`src/rtl/das_pkg.sv`:
```
package das_pkg;

  localparam int PERSONS           = 4;
  localparam int EVENTS_PER_PERSON = 8;
  localparam int SLOTS             = PERSONS * EVENTS_PER_PERSON;

  localparam int FUNC_W   = 2;
  localparam int PERSON_W = 2;
  localparam int SLOT_W   = 3;
  localparam int MIN_W    = 11;
  localparam int SEC_W    = 6;
  localparam int WIN_W    = 6;
  localparam int MAXUS_W  = 26;
  localparam int MINUS_W  = 20;
  localparam int MASK_W   = 4;
  localparam int SLEEP_W  = 26;
  localparam int CFG_IDX_W  = 2;
  localparam int CFG_DATA_W = 26;
  localparam int DSEC_W   = 17;

  localparam logic [FUNC_W-1:0] FUNC_LOAD      = 2'd0;
  localparam logic [FUNC_W-1:0] FUNC_TICK      = 2'd1;
  localparam logic [FUNC_W-1:0] FUNC_ACK       = 2'd2;
  localparam logic [FUNC_W-1:0] FUNC_DELIVERED = 2'd3;

  localparam logic [CFG_IDX_W-1:0] CFG_WINDOW    = 2'd0;
  localparam logic [CFG_IDX_W-1:0] CFG_MAX_SLEEP = 2'd1;
  localparam logic [CFG_IDX_W-1:0] CFG_MIN_SLEEP = 2'd2;

  localparam logic [WIN_W-1:0]   WINDOW_RESET    = 6'd5;
  localparam logic [MAXUS_W-1:0] MAX_SLEEP_RESET = 26'd60000000;
  localparam logic [MINUS_W-1:0] MIN_SLEEP_RESET = 20'd100000;
  localparam logic [SEC_W-1:0]   SEC_LAST        = 6'd59;
  localparam logic [SEC_W-1:0]   SECS_PER_MIN    = 6'd60;
  localparam logic [MINUS_W-1:0] US_PER_SEC      = 20'd1000000;

  typedef struct packed {
    logic [FUNC_W-1:0]   func;
    logic [PERSON_W-1:0] person;
    logic [SLOT_W-1:0]   slot;
    logic [MIN_W-1:0]    event_minute;
    logic                event_enable;
    logic [MIN_W-1:0]    now_minute;
    logic [SEC_W-1:0]    now_second;
  } in_item_t;

  typedef struct packed {
    logic                changed;
    logic [MASK_W-1:0]   buzzer_mask;
    logic [MASK_W-1:0]   acked_mask;
    logic [MASK_W-1:0]   delivered_mask;
    logic [SLEEP_W-1:0]  sleep_us;
  } out_item_t;

  typedef struct packed {
    logic [CFG_IDX_W-1:0]  addr;
    logic [CFG_DATA_W-1:0] wdata;
  } cfg_item_t;

  typedef struct packed {
    logic               valid;
    logic [MIN_W-1:0]   now;
    logic [PERSONS-1:0] inwin;
    logic               found;
    logic [MIN_W-1:0]   best;
  } token_t;

  typedef enum logic [2:0] {
    ST_IDLE,
    ST_SCAN,
    ST_SECS,
    ST_MUL,
    ST_DONE
  } state_t;

endpackage

```
`src/rtl/das_if.sv`:
```
interface das_in_if import das_pkg::*; ();
  logic     valid;
  logic     ready;
  in_item_t data;
  modport source (output valid, output data, input ready);
  modport sink (input valid, input data, output ready);
endinterface

interface das_out_if import das_pkg::*; ();
  logic      valid;
  logic      ready;
  out_item_t data;
  modport source (output valid, output data, input ready);
  modport sink (input valid, input data, output ready);
endinterface

interface das_cfg_if import das_pkg::*; ();
  logic      valid;
  logic      ready;
  cfg_item_t data;
  modport source (output valid, output data, input ready);
  modport sink (input valid, input data, output ready);
endinterface

```
`src/rtl/das_cell.sv`:
```
module das_cell import das_pkg::*; (
  input  logic               clk,
  input  logic               rst,
  input  logic               wr_en,
  input  logic [MIN_W-1:0]   wr_minute,
  input  logic               wr_live,
  input  logic [WIN_W-1:0]   window,
  input  logic [PERSONS-1:0] person_bit,
  input  token_t             tok_in,
  output token_t             tok_out
);

  logic [MIN_W-1:0] minute;
  logic             live;
  logic [MIN_W:0]   win_end;
  logic             in_win;
  logic             ahead;
  logic [MIN_W-1:0] lead;
  token_t           tok_next;

  always_ff @(posedge clk) begin
    if (wr_en) begin
      minute <= wr_minute;
    end
  end

  always_ff @(posedge clk) begin
    if (rst) begin
      live <= 1'b0;
    end else if (wr_en) begin
      live <= wr_live;
    end
  end

  always_comb begin
    win_end = {1'b0, minute} + {{(MIN_W + 1 - WIN_W){1'b0}}, window};
    in_win  = live && (tok_in.now >= minute) && ({1'b0, tok_in.now} < win_end);
    ahead   = live && (minute >= tok_in.now);
    lead    = minute - tok_in.now;
    tok_next = tok_in;
    if (in_win) begin
      tok_next.inwin = tok_in.inwin | person_bit;
    end
    if (ahead && (!tok_in.found || (lead < tok_in.best))) begin
      tok_next.found = 1'b1;
      tok_next.best  = lead;
    end
  end

  always_ff @(posedge clk) begin
    tok_out <= tok_next;
    if (rst) begin
      tok_out.valid <= 1'b0;
    end
  end

endmodule

```
`src/rtl/dose_alarm_scheduler_core.sv`:
```
// dose alarm scheduler: four people, eight event slots each
// item_in carries one item: load an event slot, clock tick, acknowledge a person,
// or mark a person's dose delivered. item_out returns exactly one result per item
// with the buzzer, acked and delivered masks after the item, a changed flag and,
// for a tick, the sleep time in microseconds (zero for other items).
// cfg writes window_minutes (index 0), max_sleep_us (1) and min_sleep_us (2);
// always ready; the user must write it only while the block is idle (unchecked).
// a tick sends a query token down a row of 32 event cells, one cell per cycle,
// then passes through the second-count state and the multiply-by-1e6 state:
// a tick result is then loaded into the output register from the done state,
// and load, acknowledge and delivered items go straight to the done state.
// one item is in flight at a time; item_in is ready again in the same cycle that
// its result appears in the output register.
// the output register holds a result until the receiver takes it; while it is
// full the next result waits in the core and item_in stays low, nothing is lost.
// rst is synchronous: all event slots become not live, all flags clear, the
// registers take their reset values and the last minute is forgotten.
module dose_alarm_scheduler_core import das_pkg::*; (
  input logic     clk,
  input logic     rst,
  das_in_if.sink  item_in,
  das_out_if.source item_out,
  das_cfg_if.sink cfg
);

  state_t state, state_next;

  logic [WIN_W-1:0]   win_min;
  logic [MAXUS_W-1:0] max_us;
  logic [MINUS_W-1:0] min_us;

  logic [PERSONS-1:0] buzzer, buzzer_next;
  logic [PERSONS-1:0] acked, acked_next;
  logic [PERSONS-1:0] delivered, delivered_next;
  logic [MIN_W-1:0]   last_minute;
  logic               last_valid;

  logic               is_tick;
  logic               new_min;
  logic [SEC_W-1:0]   cur_sec;
  logic               res_changed, changed_next;
  logic               found;
  logic [DSEC_W-1:0]  best60;
  logic [SEC_W-1:0]   secs, secs_next;
  logic [SLEEP_W-1:0] us;
  logic [SLEEP_W-1:0] capped, clamped;
  logic [SEC_W-1:0]   wait_s;
  logic [DSEC_W-1:0]  dsec;

  logic               accept;
  logic               load_go;
  logic               scan_end;
  logic               out_free;
  logic               out_load;
  logic [SEC_W-1:0]   sec_in;
  logic [SLOTS-1:0]   cell_wr;
  token_t             head;
  token_t             chain [SLOTS+1];
  out_item_t          result;

  assign accept   = item_in.valid && item_in.ready;
  assign load_go  = accept && (item_in.data.func == FUNC_LOAD);
  assign scan_end = (state == ST_SCAN) && chain[SLOTS].valid;
  assign out_free = !item_out.valid || item_out.ready;
  assign sec_in   = (item_in.data.now_second > SEC_LAST) ? SEC_LAST : item_in.data.now_second;
  assign cfg.ready = 1'b1;

  always_comb begin
    head.valid = accept && (item_in.data.func == FUNC_TICK);
    head.now   = item_in.data.now_minute;
    head.inwin = '0;
    head.found = 1'b0;
    head.best  = '0;
  end

  assign chain[0] = head;

  for (genvar c = 0; c < SLOTS; c++) begin : g_cell
    localparam int P = c / EVENTS_PER_PERSON;
    localparam int S = c % EVENTS_PER_PERSON;
    localparam logic [PERSONS-1:0] PBIT = PERSONS'(1) << P;

    assign cell_wr[c] = load_go && (int'(item_in.data.person) == P)
                        && (int'(item_in.data.slot) == S);

    das_cell u_cell (
      .clk        (clk),
      .rst        (rst),
      .wr_en      (cell_wr[c]),
      .wr_minute  (item_in.data.event_minute),
      .wr_live    (item_in.data.event_enable),
      .window     (win_min),
      .person_bit (PBIT),
      .tok_in     (chain[c]),
      .tok_out    (chain[c+1])
    );
  end

  // next state
  always_comb begin
    state_next = state;
    unique case (state)
      ST_IDLE: begin
        if (accept) begin
          state_next = (item_in.data.func == FUNC_TICK) ? ST_SCAN : ST_DONE;
        end
      end
      ST_SCAN: begin
        if (chain[SLOTS].valid) begin
          state_next = ST_SECS;
        end
      end
      ST_SECS: state_next = ST_MUL;
      ST_MUL:  state_next = ST_DONE;
      ST_DONE: begin
        if (out_free) begin
          state_next = ST_IDLE;
        end
      end
      default: state_next = ST_IDLE;
    endcase
  end

  // state outputs
  always_comb begin
    item_in.ready = 1'b0;
    out_load      = 1'b0;
    unique case (state)
      ST_IDLE: item_in.ready = 1'b1;
      ST_DONE: out_load = out_free;
      default: ;
    endcase
  end

  always_ff @(posedge clk) begin
    if (rst) begin
      state <= ST_IDLE;
    end else begin
      state <= state_next;
    end
  end

  always_ff @(posedge clk) begin
    if (rst) begin
      win_min <= WINDOW_RESET;
      max_us  <= MAX_SLEEP_RESET;
      min_us  <= MIN_SLEEP_RESET;
    end else if (cfg.valid) begin
      unique case (cfg.data.addr)
        CFG_WINDOW:    win_min <= cfg.data.wdata[WIN_W-1:0];
        CFG_MAX_SLEEP: max_us  <= cfg.data.wdata[MAXUS_W-1:0];
        CFG_MIN_SLEEP: min_us  <= cfg.data.wdata[MINUS_W-1:0];
        default: ;
      endcase
    end
  end

  // flag update at the end of a scan
  always_comb begin
    buzzer_next    = buzzer;
    acked_next     = acked;
    delivered_next = delivered;
    changed_next   = 1'b0;
    if (new_min) begin
      for (int p = 0; p < PERSONS; p++) begin
        if (buzzer[p] != (chain[SLOTS].inwin[p] && !acked[p])) begin
          buzzer_next[p] = chain[SLOTS].inwin[p] && !acked[p];
          changed_next   = 1'b1;
        end
        if (!chain[SLOTS].inwin[p]) begin
          if (acked[p]) begin
            changed_next = 1'b1;
          end
          acked_next[p]     = 1'b0;
          delivered_next[p] = 1'b0;
        end
      end
    end
  end

  always_ff @(posedge clk) begin
    if (rst) begin
      buzzer      <= '0;
      acked       <= '0;
      delivered   <= '0;
      last_valid  <= 1'b0;
      last_minute <= '0;
    end else if (accept) begin
      case (item_in.data.func)
        FUNC_TICK: begin
          last_valid  <= 1'b1;
          last_minute <= item_in.data.now_minute;
        end
        FUNC_ACK: begin
          if (int'(item_in.data.person) < PERSONS) begin
            acked[item_in.data.person] <= 1'b1;
          end
        end
        FUNC_DELIVERED: begin
          if (int'(item_in.data.person) < PERSONS) begin
            delivered[item_in.data.person] <= 1'b1;
          end
        end
        default: ;
      endcase
    end else if (scan_end) begin
      buzzer    <= buzzer_next;
      acked     <= acked_next;
      delivered <= delivered_next;
    end
  end

  // second count to the next wake
  always_comb begin
    wait_s = SECS_PER_MIN - cur_sec;
    dsec   = (best60 > DSEC_W'(cur_sec)) ? best60 - DSEC_W'(cur_sec) : '0;
    if (dsec == '0) begin
      dsec = DSEC_W'(1);
    end
    secs_next = (found && (dsec < DSEC_W'(wait_s))) ? dsec[SEC_W-1:0] : wait_s;
  end

  always_ff @(posedge clk) begin
    if (accept) begin
      is_tick     <= (item_in.data.func == FUNC_TICK);
      new_min     <= !last_valid || (item_in.data.now_minute != last_minute);
      cur_sec     <= sec_in;
      res_changed <= 1'b0;
    end
    if (scan_end) begin
      res_changed <= changed_next;
      found       <= chain[SLOTS].found;
      best60      <= DSEC_W'(chain[SLOTS].best) * DSEC_W'(SECS_PER_MIN);
    end
    if (state == ST_SECS) begin
      secs <= secs_next;
    end
    if (state == ST_MUL) begin
      us <= SLEEP_W'(secs) * SLEEP_W'(US_PER_SEC);
    end
  end

  always_comb begin
    capped  = (us > max_us) ? max_us : us;
    clamped = (capped < SLEEP_W'(min_us)) ? SLEEP_W'(min_us) : capped;
    result.changed        = res_changed;
    result.buzzer_mask    = '0;
    result.acked_mask     = '0;
    result.delivered_mask = '0;
    for (int i = 0; i < MASK_W; i++) begin
      if (i < PERSONS) begin
        result.buzzer_mask[i]    = buzzer[i];
        result.acked_mask[i]     = acked[i];
        result.delivered_mask[i] = delivered[i];
      end
    end
    result.sleep_us = is_tick ? clamped : '0;
  end

  always_ff @(posedge clk) begin
    if (rst) begin
      item_out.valid <= 1'b0;
    end else if (out_load) begin
      item_out.valid <= 1'b1;
    end else if (item_out.ready) begin
      item_out.valid <= 1'b0;
    end
  end

  always_ff @(posedge clk) begin
    if (out_load) begin
      item_out.data <= result;
    end
  end

endmodule
```
`src/flat_wrapper.sv`:
```
// flat-port wrapper written by rule: the top's interface ports become plain ports
module dose_alarm_scheduler_core_flat import das_pkg::*;
  (clk, rst, item_in_valid, item_in_data, item_in_ready, item_out_valid, item_out_data, item_out_ready, cfg_valid, cfg_data, cfg_ready);
  das_in_if item_in_i ();
  das_out_if item_out_i ();
  das_cfg_if cfg_i ();
  input logic clk;
  input logic rst;
  input wire logic [$bits(item_in_i.valid)-1:0] item_in_valid;
  input wire logic [$bits(item_in_i.data)-1:0] item_in_data;
  output wire logic [$bits(item_in_i.ready)-1:0] item_in_ready;
  output wire logic [$bits(item_out_i.valid)-1:0] item_out_valid;
  output wire logic [$bits(item_out_i.data)-1:0] item_out_data;
  input wire logic [$bits(item_out_i.ready)-1:0] item_out_ready;
  input wire logic [$bits(cfg_i.valid)-1:0] cfg_valid;
  input wire logic [$bits(cfg_i.data)-1:0] cfg_data;
  output wire logic [$bits(cfg_i.ready)-1:0] cfg_ready;
  assign item_in_i.valid = item_in_valid;
  assign item_in_i.data = item_in_data;
  assign item_in_ready = item_in_i.ready;
  assign item_out_valid = item_out_i.valid;
  assign item_out_data = item_out_i.data;
  assign item_out_i.ready = item_out_ready;
  assign cfg_i.valid = cfg_valid;
  assign cfg_i.data = cfg_data;
  assign cfg_ready = cfg_i.ready;
  dose_alarm_scheduler_core u_core (.clk(clk), .rst(rst), .item_in(item_in_i), .item_out(item_out_i), .cfg(cfg_i));
endmodule
```
`config.mk`:
```
export PLATFORM = sky130hd
export DESIGN_NAME = dose_alarm_scheduler_core_flat
export DESIGN_NICKNAME = d
export VERILOG_FILES = /design/src/rtl/das_pkg.sv /design/src/rtl/das_if.sv /design/src/rtl/das_cell.sv /design/src/rtl/dose_alarm_scheduler_core.sv /design/src/flat_wrapper.sv
export SDC_FILE = /design/constraint.sdc
export NUM_CORES = 2
export LEC_CHECK = 0
export BUFFER_PORTS_ARGS = -buffer_cell sky130_fd_sc_hd__buf_2
export CAP_MARGIN = 40
export CELL_PAD_IN_SITES_DETAIL_PLACEMENT = 1
export CELL_PAD_IN_SITES_GLOBAL_PLACEMENT = 1
export CORE_ASPECT_RATIO = 0.6
export CORE_MARGIN = 4
export CORE_UTILIZATION = 35
export CTS_CLUSTER_DIAMETER = 50
export CTS_CLUSTER_SIZE = 28
export DETAILED_ROUTE_END_ITERATION = 16
export HOLD_SLACK_MARGIN = 0.06
export PLACE_DENSITY = 0.65
export SYNTH_ARGS = -nofsm -noshare
export SYNTH_HDL_FRONTEND = slang
export SYNTH_SLANG_ARGS = --single-unit
```
`constraint.sdc`:
```
create_clock -name clk -period 9.26 [get_ports clk]
set_clock_uncertainty 0.1 [all_clocks]
set_input_delay 0.463 -clock clk [delete_from_list [all_inputs] [get_ports clk]]
set_output_delay 0.463 -clock clk [all_outputs]
set_load 0.1 [all_outputs]
```
== Word-level counts from Yosys, hierarchy flattened ==
Index checks and enable logic that the tools add are counted.
W data, S select, Z words.

* Register bits after elaboration: 1439
* Bits of input ports: 69
* Output and inout port bits: 42
* Logic and storage cells: 871

* $add $sub $neg: 66
* Multipliers: 2
* Magnitude comparators: 134
* Equality and inequality tests: 33
* Mux-type cells: 75
* Bitwise gates (word level): 4
* Reductions and logical operators: 270

{| class="wikitable"
|+ Operators with widths
! kind !! number
|-
| $ge A11 B11 Y1 || 64
|-
| $add A11 B6 Y12 || 32
|-
| $lt A11 B12 Y1 || 32
|-
| $sub A11 B11 Y11 || 32
|-
| $lt A11 B11 Y1 || 31
|-
| $mux W11 || 31
|-
| $logic_and A1 B1 Y1 || 173
|-
| $reduce_and A4 Y1 || 12
|-
| $logic_not A1 Y1 || 37
|-
| $mux W17 || 2
|-
| $logic_or A1 B1 Y1 || 33
|-
| $gt A26 B26 Y1 || 1
|-
| $lt A26 B20 Y1 || 1
|-
| $mux W1 || 26
|-
| $mux W26 || 1
|-
| $mux W4 || 6
|-
| $mul A6 B14 Y20 const B || 1
|-
| $mux W20 || 1
|-
| $gt A17 B6 Y1 || 1
|-
| $logic_not A17 Y1 || 1
|-
| $lt A17 B6 Y1 || 1
|-
| $sub A17 B6 Y17 || 1
|-
| $eq A3 B3 Y1 const B || 5
|-
| $mul A11 B4 Y15 const B || 1
|-
| other kinds (25) || 58
|}

== Logic depth before layout (Yosys ltp) ==
* Depth after elaboration: 18
* Depth in mapped cells: 18
* Mapped depth without buffers: 17

== Modules after synthesis ==
Synthesis repeated with hierarchy kept, for this count alone.

* Cell total of the unflattened synthesis: 9085
* Area total of the unflattened synthesis: 89883.7 µm²

{| class="wikitable"
|+ Modules (own cells, without submodules)
! module !! instances !! cells each !! area each (µm²) !! sequential area each (µm²)
|-
| das_cell at u_core.g_cell[0].u_cell ... || 17 || 248 || 2494.9 || 910.9
|-
| das_cell at u_core.g_cell[18].u_cell ... || 15 || 247 || 2441.1 || 910.9
|-
| dose_alarm_scheduler_core || 1 || 1164 || 10854.2 || 4304.1
|}

== Worst setup path before layout ==
No wires, ideal clock.

* Kind: reg-to-reg
* Start point: reg u_core.state[0]
* End point: reg u_core.g_cell[17].u_cell.minute[0] (enable)
* Library setup time: 0.380 ns
* Arrival: 4.607 ns
* Data required time: 8.780 ns
* Slack: 4.173 ns
* Stages on the path, launching flop included: 8
* Path buffers: 3
* Period minus slack after synthesis: 5.087 ns
* Cells stage by stage: dfxtp_1 -> clkbuf_1 -> nor3_1 -> nand2_1 -> or4_1 -> clkbuf_1 -> clkbuf_1 -> nor2_1

* Word-level cells in the longest chain between the ends: 6

{| class="wikitable"
|+ RTL lines
! element !! line !! text
|-
| start: declaration || dose_alarm_scheduler_core.sv:26 || <nowiki>state_t state, state_next;</nowiki>
|-
| start signal: assignment || dose_alarm_scheduler_core.sv:139 || <nowiki>state <= state_next;</nowiki>
|-
| $logic_not A3 Y1 || dose_alarm_scheduler_core.sv:128 || <nowiki>unique case (state)</nowiki>
|-
| $mux W1 || dose_alarm_scheduler_core.sv:128 ||
|-
| named net item_in_ready || flat_wrapper.sv:11 || <nowiki>output wire logic [$bits(item_in_i.ready)-1:0] item_in_ready;</nowiki>
|-
| $logic_and A1 B1 Y1 || dose_alarm_scheduler_core.sv:61 || <nowiki>assign accept = item_in.valid && item_in.ready;</nowiki>
|-
| $logic_and A1 B1 Y1 || dose_alarm_scheduler_core.sv:62 || <nowiki>assign load_go = accept && (item_in.data.func == FUNC_LOAD);</nowiki>
|-
| $logic_and A1 B1 Y1 || dose_alarm_scheduler_core.sv:83 || <nowiki>assign cell_wr[c] = load_go && (int'(item_in.data.person) == P)</nowiki>
|-
| $logic_and A1 B1 Y1 || dose_alarm_scheduler_core.sv:84 || <nowiki>&& (int'(item_in.data.slot) == S);</nowiki>
|-
| named net u_core.g_cell[17].u_cell.wr_en || das_cell.sv:4 || <nowiki>input logic wr_en,</nowiki>
|-
| end signal: assignment || das_cell.sv:23 || <nowiki>minute <= wr_minute;</nowiki>
|-
| end: declaration || das_cell.sv:13 || <nowiki>logic [MIN_W-1:0] minute;</nowiki>
|}

The timed path passes the listed nets, and every way through them passes these cells.
A chain may end at the register's enable or synchronous reset.

== Final worst setup path ==
* Start point: reg u_core.us[21]
* End point: reg, netlist name u_core.item_out.data[2]

* Word-level cells in the longest chain between the ends: 4

{| class="wikitable"
|+ RTL lines
! element !! line !! text
|-
| start: declaration || dose_alarm_scheduler_core.sv:45 || <nowiki>logic [SLEEP_W-1:0] us;</nowiki>
|-
| start signal: assignment || dose_alarm_scheduler_core.sv:239 || <nowiki>us <= SLEEP_W'(secs) * SLEEP_W'(US_PER_SEC);</nowiki>
|-
| $gt A26 B26 Y1 || dose_alarm_scheduler_core.sv:244 || <nowiki>capped = (us > max_us) ? max_us : us;</nowiki>
|-
| $mux W26 (*) || dose_alarm_scheduler_core.sv:244 ||
|-
| $lt A26 B20 Y1 || dose_alarm_scheduler_core.sv:245 || <nowiki>clamped = (capped < SLEEP_W'(min_us)) ? SLEEP_W'(min_us) : capped;</nowiki>
|-
| $mux W20 (*) || dose_alarm_scheduler_core.sv:245 ||
|}

Mark *: on every way between the ends. The rest lies on a longest branch, timed or not.

==> summary.md <==
| Metric | Value |
|---|---|
| Worst-case hold path end point | `u_core.g_cell[17].u_cell.minute[6]$_DFFE_PP_` |
| Hold Crit Depth | `1` |
| Global-route wire length before repair | `approximately 430000 um` |
| Actual slew at the worst max-slew pin | `about 0.91 ns` |
| Sequential cell area fraction in the yosys report | `37.8%` |
| Number of H-tree levels | `4` |
| Critical path startpoint category | `flop` |
| Number of global-route vias before repair | `67600` |
| Required time of the worst setup path | `9.71 ns` |
| Die footprint | `around 250000 um2` |
| HPWL reported at the end of detailed placement | `217000 um` |
| Syn Std Cell Area | `approximately 85000 um2` |
| Overall via count from detail_route | `65900` |
| Post-DP Area | `between 90000 and 100000 um2` |
| Yosys warning total | `0` |
| Endpoint type of the worst setup path | `flop` |
| Final cell count without fillers | `about 12000` |
| Final-report max-slew violation count | `0` |
| Routability-driven placement congestion ratio | `just under 0.9` |
| Leakage | `0.0409 uW` |
| Sum of negative setup slack | `0 ns` |
| Worst slew slack as a fraction of its limit | `approximately 38%` |
| Setup repair after global routing missed its margin | `false` |
| Die outline height | `approximately 400 um` |
| Cell accounting for the most synthesized area | `sky130_fd_sc_hd__dfxtp_1` |
| Cell count of the worst reg-to-reg path | `18` |
| Vias per cell | `approximately 5.4` |
| Maximum ir drop on the vdd rail | `about 140 uV` |
| Most common cell in the synthesized netlist | `sky130_fd_sc_hd__ha_1` |
| Max-cap check violation count | `0` |
| Gate count of the mapped netlist | `8605` |
| Reg-to-reg startpoint | `u_core.us[21]$_DFFE_PN_` |
| Upper clock frequency limit | `172 MHz` |
| Crit Reg-Reg Endpoint | `u_core.item_out.data[2]$_SDFFCE_PN0P_` |
| Number of primary I/O pins | `111` |
| Mapped Avg Cell Area | `~10 um2` |
| Row cnt | `140` |
| Minimum period implied by the final worst setup slack | `5.81 ns` |
| Final global-route overflow total | `0` |
| Core ar. | `between 200000 and 250000 um2` |
| Average wire per standard cell | `approximately 23 um` |
| Type of the most critical hold path | `input port to flop` |
| CTS tree | `yes` |
| GRT Overall Usage | `a little over a fifth` |
| Number of violations reported at the end of detailed-routing iteration 0 | `between 5000 and 6000` |
| Initial antenna violation count | `30` |
| Final Setup Violations | `0` |
| TritonCTS Buffers | `144` |
| Ratio of cells with drive above 1 in the final layout | `10.2%` |
| Post-synth EDFFs | `442` |
| Fraction of post-synthesis cell area in the top cell type by area | `between 20 and 25%` |
| Fillcell total | `27200` |
| Worst-path maximum fanout | `27` |
| Antenna-violating nets left | `0` |
| Ranking of synthesized cells by area | `sky130_fd_sc_hd__dfxtp_1 (22%), sky130_fd_sc_hd__ha_1 (19%), sky130_fd_sc_hd__edfxtp_1 (16%)` |
| Drt first pass iters | `7` |
| I/O Buffers | `between 100 and 150` |
| Clock-pin slew on the worst setup and hold paths | `approximately 0.080 ns` |
| Outcome | `finished, final reports clean` |
| Synthesis-to-finish area growth | `12.9%` |
| Worst setup slack for register-to-register paths | `between 3 and 4 ns` |
| Most used flip-flop cell after synthesis | `sky130_fd_sc_hd__dfxtp_1` |
| Number of buffers between clock root and the deepest sink | `4` |
| Initial Utilization | `about a third` |
| Design Power | `15300 uW` |
| Clock network latency to the later pin of the worst-skew pair | `0.85 ns` |
| Placed cells | `12000` |
| Pin count of the biggest net entering global routing | `97` |
| CTS Sinks | `1391` |
| Chip Width | `about 650 um` |
| Synth Register Bits | `1391` |
| Wire length reported by the detailed router | `approximately 280000 um` |
| Critical path data arrival time | `roughly 6.3 ns` |
| Most numerous cell types in the synthesized netlist | `sky130_fd_sc_hd__ha_1 (1275), sky130_fd_sc_hd__inv_1 (1082), sky130_fd_sc_hd__dfxtp_1 (949)` |
| Syn nets | `~10000` |
| Post-route fraction of the period consumed by the critical path | `62.7%` |
| Nets | `about 10000` |
| Gates resized, CTS repair | `0` |
| Async SR Flop Fraction | `0%` |
| Worst setup path class | `flop to flop` |
| Clock tree root buffer cell | `sky130_fd_sc_hd__clkbuf_16` |
| Final count of hold timing violations | `0` |
| Number of remaining DRC errors | `0` |
| Total power divided by cell area | `between 150 and 200 nW/um2` |
| Worst hold path startpoint | `item_in_data[24]` |
| Number of unique standard cell types used by synthesis | `84` |
| Final instance area | `~96000 um2` |
==> layout make-up <==
cell class | count | area (um2) | share of cell area (%)
multi-input cells | 6016 | 48500 | 50.4
flip-flops and latches | 1391 | 32300 | 33.5
well taps | 3266 | 4090 | 4.24
inverters | 1082 | 4060 | 4.22
clock buffers | 156 | 3760 | 3.91
repair buffers | 281 | 2270 | 2.36
clock inverters | 96 | 1270 | 1.32
diodes | 5 | 12.5 | 0.0130
==> cells by family after synthesis <==
| family | share of synthesized area (%) |
|---|---|
| compound gates | 15.1 |
| xor+xnor | 6.04 |
| fa+ha+maj | 20.9 |
| buf+inv | 5.32 |
| flops | 37.8 |
| mux | 4.82 |
| other cells | 0.00440 |
| simple gates | 10.0 |
==> layout by cell type (no fill, tap or decap), types with 257 or more instances in the layout <==
| master | instances |
|---|---|
| sky130_fd_sc_hd__a21o_1 | 257 |
| sky130_fd_sc_hd__edfxtp_1 | 442 |
| sky130_fd_sc_hd__nand2_1 | 456 |
| sky130_fd_sc_hd__o21ai_0 | 302 |
| sky130_fd_sc_hd__nor2_1 | 424 |
| sky130_fd_sc_hd__xnor2_1 | 421 |
| sky130_fd_sc_hd__ha_1 | 1275 |
| sky130_fd_sc_hd__a21oi_1 | 619 |
| sky130_fd_sc_hd__mux2_2 | 324 |
| sky130_fd_sc_hd__dfxtp_1 | 943 |
| sky130_fd_sc_hd__inv_1 | 1082 |
==> layer usage <==
metal | vias to the layer above | routed length (um) | global-route usage, % | share of wire (%)
met5 | - | 0 | 0 | 0
met4 | 0 | 4620 | 3.78 | 1.6
met3 | 259 | 17000 | 3.01 | 6.0
met2 | 1504 | 110000 | 30.6 | 39
met1 | 33000 | 150000 | 35.4 | 53
li1 | 31100 | - | - | -
==> critical path, cell delays in order (launching register included) <==
cell                              delay (ns)
sky130_fd_sc_hd__edfxtp_1               0.43
sky130_fd_sc_hd__ha_1                   0.33
sky130_fd_sc_hd__nand3_1                0.13
sky130_fd_sc_hd__nor4_1                 0.33
sky130_fd_sc_hd__clkdlybuf4s18_2        0.31
sky130_fd_sc_hd__o2111ai_1              0.24
sky130_fd_sc_hd__a31oi_4                0.24
sky130_fd_sc_hd__buf_4                  0.37
sky130_fd_sc_hd__mux2_2                 0.41
sky130_fd_sc_hd__ha_1                   0.30
sky130_fd_sc_hd__and4_1                 0.25
sky130_fd_sc_hd__nor4b_1                0.15
sky130_fd_sc_hd__a2111oi_0              0.56
sky130_fd_sc_hd__nand4_1                0.16
sky130_fd_sc_hd__a41oi_1                0.26
sky130_fd_sc_hd__buf_4                  0.30
sky130_fd_sc_hd__and2_1                 0.35
sky130_fd_sc_hd__buf_16                 0.20
sky130_fd_sc_hd__o21ai_0                0.11
==> power breakdown <==
part | switching, uW | internal [uW] | total (uW) | leakage (uW)
clock network | 3060 | 3230 | 6300 | 0.00245
logic | 1460 | 899 | 2360 | 0.0267
registers | 192 | 6440 | 6630 | 0.0118
==> how the worst max path moves through the flow <==
stage                                         from                                      endpoint  slack (ns)  cells after the start
global placement           u_core.us[21]$_DFFE_PN_         u_core.item_out.data[2]$_SDFFCE_PN0P_        2.70                     16
floorplan             u_core.state[0]$_SDFFE_PP0P_  u_core.g_cell[17].u_cell.minute[0]$_DFFE_PP_        4.17                      7
finish                     u_core.us[21]$_DFFE_PN_         u_core.item_out.data[2]$_SDFFCE_PN0P_        3.45                     18
global route        u_core.max_us[22]$_SDFFE_PP0P_         u_core.item_out.data[2]$_SDFFCE_PN0P_        2.97                     19
detailed placement         u_core.us[21]$_DFFE_PN_         u_core.item_out.data[2]$_SDFFCE_PN0P_        3.54                     18
CTS                        u_core.us[21]$_DFFE_PN_         u_core.item_out.data[2]$_SDFFCE_PN0P_        3.49                     18
==> through the flow <==
stage	setup slack (ns)	utilization [%]	hold WS (ns)
after floorplan	4.17	-	0.210
after global placement	2.70	37.1	0.214
after detailed placement	3.54	37.3	0.213
after CTS	3.49	39.7	0.0675
after global routing	2.97	39.7	0.0772
final	3.45	39.7	0.123
==> sequential cells by signal, indices dropped and copies added, names as in the netlist <==
| name | count |
|---|---|
| u_core.acked | 4 |
| u_core.best60 | 15 |
| u_core.buzzer | 4 |
| u_core.cur_sec | 6 |
| u_core.delivered | 4 |
| u_core.found | 1 |
| u_core.g_cell.u_cell.live | 32 |
| u_core.g_cell.u_cell.minute | 352 |
| u_core.g_cell.u_cell.tok_out | 837 |
| u_core.is_tick | 1 |
| u_core.item_out.data | 39 |
| u_core.item_out.valid | 1 |
| u_core.last_minute | 11 |
| u_core.last_valid | 1 |
| u_core.max_us | 26 |
| u_core.min_us | 20 |
| u_core.new_min | 1 |
| u_core.res_changed | 1 |
| u_core.secs | 6 |
| u_core.state | 3 |
| u_core.us | 20 |
| u_core.win_min | 6 |
==> timing repair <==
action,CTS,global route
buffers inserted,0,0
hold endpoints to repair,142,0
hold buffers,61,0
Power figures use the tool's default switching activity.
